<file path="config.mk">
export PLATFORM = sky130hd
export DESIGN_NAME = pnr_ctrl
export DESIGN_NICKNAME = d
export VERILOG_FILES = /design/src/sv/pnr_pkg.sv /design/src/sv/pnr_ctrl.sv
export SDC_FILE = /design/constraint.sdc
export NUM_CORES = 1
export LEC_CHECK = 0
export BUFFER_PORTS_ARGS = -buffer_cell sky130_fd_sc_hd__buf_2
export CAP_MARGIN = 20
export CORE_MARGIN = 3
export CORE_UTILIZATION = 51
export DETAILED_ROUTE_END_ITERATION = 6
export GPL_ROUTABILITY_DRIVEN = 1
export PLACE_DENSITY = 0.83
export SLEW_MARGIN = 15
export SYNTH_ARGS = -nofsm -noshare
export SYNTH_HDL_FRONTEND = slang
export SYNTH_SLANG_ARGS = --single-unit
</file>
<file path="constraint.sdc">
create_clock -name clk -period 2.95 [get_ports clk]
set_input_delay 0.59 -clock clk [delete_from_list [all_inputs] [get_ports clk]]
set_output_delay 0.59 -clock clk [all_outputs]
set_load 0.05 [all_outputs]
</file>
<file path="src/sv/pnr_pkg.sv">
// Package for the polynomial Newton root core: constants, status codes, command types.
// Used by all modules of the block; depends on nothing.
package pnr_pkg;

    localparam int DEF_MAX_COEFFS = 16;
    localparam int DEF_FRACTION_BITS = 16;

    localparam logic [1:0] ST_CONVERGED = 2'd0;
    localparam logic [1:0] ST_ZERO_DERIV = 2'd1;
    localparam logic [1:0] ST_LIMIT = 2'd2;

    localparam logic [1:0] CFG_DEGREE = 2'd0;
    localparam logic [1:0] CFG_TOL = 2'd1;
    localparam logic [1:0] CFG_LIMIT = 2'd2;

    typedef struct packed {
        logic load_x;
        logic clear_acc;
        logic horner_step;
        logic start_div;
        logic update_x;
    } pnr_cmd_t;

    typedef struct packed {
        logic f_small;
        logic fp_zero;
        logic div_done;
    } pnr_stat_t;

    function automatic logic [31:0] sat32(input logic signed [65:0] v);
        logic [31:0] r;
        if (v > 66'sh07FFFFFFF) r = 32'h7FFFFFFF;
        else if (v < -66'sh080000000) r = 32'h80000000;
        else r = v[31:0];
        return r;
    endfunction

endpackage

</file>
<file path="src/sv/pnr_ctrl.sv">
// Controller of the polynomial Newton root core: sequences Horner passes and division.
// Depends on pnr_pkg; commands pnr_datapath.
module pnr_ctrl #(
    parameter int MAX_COEFFS = pnr_pkg::DEF_MAX_COEFFS,
    localparam int IW = $clog2(MAX_COEFFS)
) (
    input  logic clk,
    input  logic rst_n,
    input  logic start,
    input  logic [3:0] degree,
    input  logic [7:0] limit,
    input  logic out_free,
    input  pnr_pkg::pnr_stat_t stat,
    output pnr_pkg::pnr_cmd_t cmd,
    output logic [IW-1:0] rd_idx,
    output logic [IW-1:0] rd_next,
    output logic idle,
    output logic finish,
    output logic [1:0] fin_status,
    output logic [7:0] fin_iters
);
    import pnr_pkg::*;

    typedef enum logic [4:0] {
        S_IDLE = 5'b00001,
        S_EVAL = 5'b00010,
        S_TEST = 5'b00100,
        S_DIV  = 5'b01000,
        S_DONE = 5'b10000
    } state_t;

    state_t state_reg, state_next;
    logic [IW-1:0] idx_reg, idx_next, top;
    logic [7:0] it_reg, it_next;
    logic [1:0] st_reg, st_next;

    always_comb
    begin
        if (32'(degree) > MAX_COEFFS - 1) top = IW'(MAX_COEFFS - 1);
        else top = IW'(degree);
    end

    always_comb
    begin
        state_next = state_reg;
        idx_next = idx_reg;
        it_next = it_reg;
        st_next = st_reg;
        cmd = '0;
        case (state_reg)
            S_IDLE:
            begin
                if (start)
                begin
                    cmd.load_x = 1'b1;
                    cmd.clear_acc = 1'b1;
                    idx_next = top;
                    it_next = '0;
                    if (limit == '0)
                    begin
                        st_next = ST_LIMIT;
                        state_next = S_DONE;
                    end
                    else
                    begin
                        state_next = S_EVAL;
                    end
                end
            end
            S_EVAL:
            begin
                cmd.horner_step = 1'b1;
                if (idx_reg == '0) state_next = S_TEST;
                else idx_next = idx_reg - IW'(1);
            end
            S_TEST:
            begin
                if (stat.f_small)
                begin
                    st_next = ST_CONVERGED;
                    state_next = S_DONE;
                end
                else if (stat.fp_zero)
                begin
                    st_next = ST_ZERO_DERIV;
                    state_next = S_DONE;
                end
                else
                begin
                    cmd.start_div = 1'b1;
                    state_next = S_DIV;
                end
            end
            S_DIV:
            begin
                if (stat.div_done)
                begin
                    cmd.update_x = 1'b1;
                    it_next = it_reg + 8'd1;
                    if (it_reg + 8'd1 == limit)
                    begin
                        st_next = ST_LIMIT;
                        state_next = S_DONE;
                    end
                    else
                    begin
                        state_next = S_EVAL;
                        idx_next = top;
                    end
                end
            end
            S_DONE:
            begin
                cmd.clear_acc = 1'b1;
                if (out_free) state_next = S_IDLE;
            end
            default:
            begin
                state_next = S_IDLE;
            end
        endcase
        if (state_reg == S_DIV && stat.div_done) cmd.clear_acc = 1'b1;
    end

    always_ff @(posedge clk or negedge rst_n)
    begin
        if (!rst_n)
        begin
            state_reg <= S_IDLE;
            idx_reg <= '0;
            it_reg <= '0;
            st_reg <= ST_CONVERGED;
        end
        else
        begin
            state_reg <= state_next;
            idx_reg <= idx_next;
            it_reg <= it_next;
            st_reg <= st_next;
        end
    end

    assign rd_idx = idx_reg;
    assign rd_next = idx_next;
    assign idle = state_reg == S_IDLE;
    assign finish = state_reg == S_DONE && out_free;
    assign fin_status = st_reg;
    assign fin_iters = it_reg;

`ifndef NO_ASSERTIONS
    a_onehot: assert property (@(posedge clk) disable iff (!rst_n)
        $onehot(state_reg)) else $error("state not one-hot");
    a_iter: assert property (@(posedge clk) disable iff (!rst_n)
        state_reg == S_EVAL |-> it_reg < limit) else $error("iteration past limit");
    a_fin: assert property (@(posedge clk) disable iff (!rst_n)
        finish |=> state_reg == S_IDLE) else $error("finish did not return to idle");
`endif

endmodule

</file>
==> flow_metrics.tcl <==
set metrics [dict create \
    synth-edff-count 0 \
    io_buffers 43 \
    grt-ovfl-total 0 \
    yosysMostFrequentCell "nor2_1" \
    syn_avg_cell_area_um2 8.610 \
    cts_buffers 3 \
    ys_warn_count 0 \
    grt_pass1_vias 1578 \
    drv_slew 0 \
    worstHoldPathType "input port to asynchronous set/reset pin" \
    postPlaceCellArea_um2 1798 \
    yosys-top-cells-count "21 x nor2_1, 18 x dfrtp_1, 16 x o21ai_0" \
    num-nets-final 266 \
    cts-root-buf "clkbuf_4" \
    syn_to_final_growth_pct 45.06 \
    synth_area_leaders "dfrtp_1 31%, o21ai_0 5.5%, nor2_1 5.4%" \
    post-route-period-util_pct 110.6 \
    fin_area_um2 2111 \
    status "finished, violations left" \
    die_h_um 59.42 \
    synth_top_area_cell "dfrtp_1" \
    dp_hpwl_um 3052 \
    clock_latency_ns 0.32 \
    tns_ns -1.113 \
    synth_area_um2 1455 \
    yosysSeqAreaShare_pct 32.76 \
    viasPerCell 6.412 \
    cts_max_level 1 \
    synth_cell_types 50 \
    violations "setup timing" \
    largest_reg_flops 8 \
    die_area_um2 3530 \
    detail-route-antenna-nets 0 \
    synthFlopType "dfrtp_1" \
    num_vias 1757 \
    grt_use_total_pct 28.07 \
    slew_headroom_pct 69.54 \
    start_util_pct 56.18 \
    cp.required_ns 2.36 \
    clkTransAtPathRegs_ns 0.12 \
    cts.path.max_buffers 2 \
    wl_per_cell_um 19.65 \
    hold_buffers 0 \
    drcViolationCount 0 \
    wl_um 5385 \
    path_class "flip-flop to output port" \
    drive_gt1_share_pct 44.67 \
    fin_crit_ns 3.264 \
    worst_pin_slew_ns 0.4522 \
    yosys_register_bits 19 \
    layout_setup_ws_ns -0.3141 \
    dpl.cell_count 244 \
    p_leak_nw 1.043 \
    netlist.area_leader.share_pct 30.95 \
    grt_max_degree 20 \
    async_flop_share_pct 100.0 \
    fmax_ghz 0.3064 \
    cts_tree "done" \
    core_area_um2 2590 \
    drtPass1Iterations 5 \
    die_w_um 59.42 \
    syn_inst 169 \
    end_kind "output port" \
    skew_ns 0.009166 \
    setup_viol 4 \
    design.portCount 44 \
    p_per_area_nw_per_um2 720.4 \
    synthesis.nets 190 \
    drtIter0Drc 142 \
    insertedDiodeCount 0 \
    gp_congestion 0.8692 \
    clock_sinks 19 \
    rsz0062_at_grt "true" \
    grt_pass1_wl_um 7362 \
    critPathLaunchType "flip-flop" \
    cp_max_fo 6 \
    hold_viol_final 0 \
    fin_cells 274 \
    arrival_ns 2.67 \
    vdd_drop_max_mv 1.046 \
    total_power_mw 1.521 \
    fp-row-count 18 \
    antenna_found_initial 0 \
    drv_cap 0 \
]
## per-stage QoR
step,utilization (%),hold WS [ns],setup WS [ns]
after floorplan,-,0.2944,0.005730
after global placement,69.42,0.4655,-0.04560
after detailed placement,69.42,0.4717,-0.1049
after CTS,77.20,0.2187,-0.1808
after global routing,81.50,0.2095,-0.3853
final,81.50,0.1965,-0.3141
## timing repair
item / CTS / global route
cloned: 0 / 0
setup buffers: 15 / 11
setup endpoints to repair: 4 / 5
resized for setup: 18 / 5
pin swaps: 9 / 4
## path summary, 6_finish.rpt
kind / from / to / slack, ns / cells past startpoint
max: fin_iters[0] / rd_next[0] / -0.31 / 8
min: rst_n / fin_iters[7] / 0.20 / 1
max reg2reg: fin_iters[0] / fin_status[0] / 0.11 / 12
min reg2reg: fin_status[0] / fin_status[0] / 0.50 / 1
max in group asynchronous: rst_n / state_reg[0] / 2.40 / 1
min in group clk: fin_status[0] / fin_status[0] / 0.50 / 1
## metal layers
layer,wire length (µm),track usage [%]
met1,1935,32.60
met2,2670,50.70
met3,404,2.832
met4,374,13.59
met5,0,0
## power by group
part	internal (mW)	leakage, nW	total [mW]	switching [mW]
sequential	0.310	0.245	0.372	0.0623
combinational	0.356	0.783	1.00	0.647
clock	0.0530	0.0150	0.145	0.0920
## worst max-delay path: stages, from the launching register on
cell and delay (ns):
dfrtp_2 0.47, ha_4 0.20, xnor3_1 0.38, nand3_2 0.12, a221oi_4 0.33, a21oi_4 0.14, a21o_1 0.18, a221o_2 0.38
buf_8 0.16
## placed cells by master (no fill, tap or decap), types with 3 or more instances in the layout
cell type,n
nor2_1,19
o41ai_1,3
dfrtp_1,12
and3_1,4
nand3_1,5
a21oi_1,5
buf_6,5
nand4_1,3
clkbuf_4,3
xnor2_1,7
or3_1,3
dfrtp_2,6
inv_1,9
o21ai_0,15
nand2_1,9
nand2b_1,4
a21o_1,3
buf_4,32
a211o_1,3
buf_2,39
## layout make-up
type	count	area, µm²
Tap cell	30	37.54
Timing Repair Buffer	78	510.5
Inverter	9	33.78
Sequential cell	19	484.2
Fill cell	150	479.2
Multi-Input combinational cell	134	1018
Clock buffer	4	26.28
## kinds of logic after synthesis
kind of cell,count (synthesis),share of synthesized area (%)
AOI/OAI and AO/OA,50,25.45
DFF,19,32.76
and+or+nand+nor,68,24.68
muxes,3,2.236
buffers and inverters,16,4.643
adders and majority gates,2,1.719
xor gates and xnor gates,11,8.513
No activity file was read; power rests on OpenSTA's default activity.
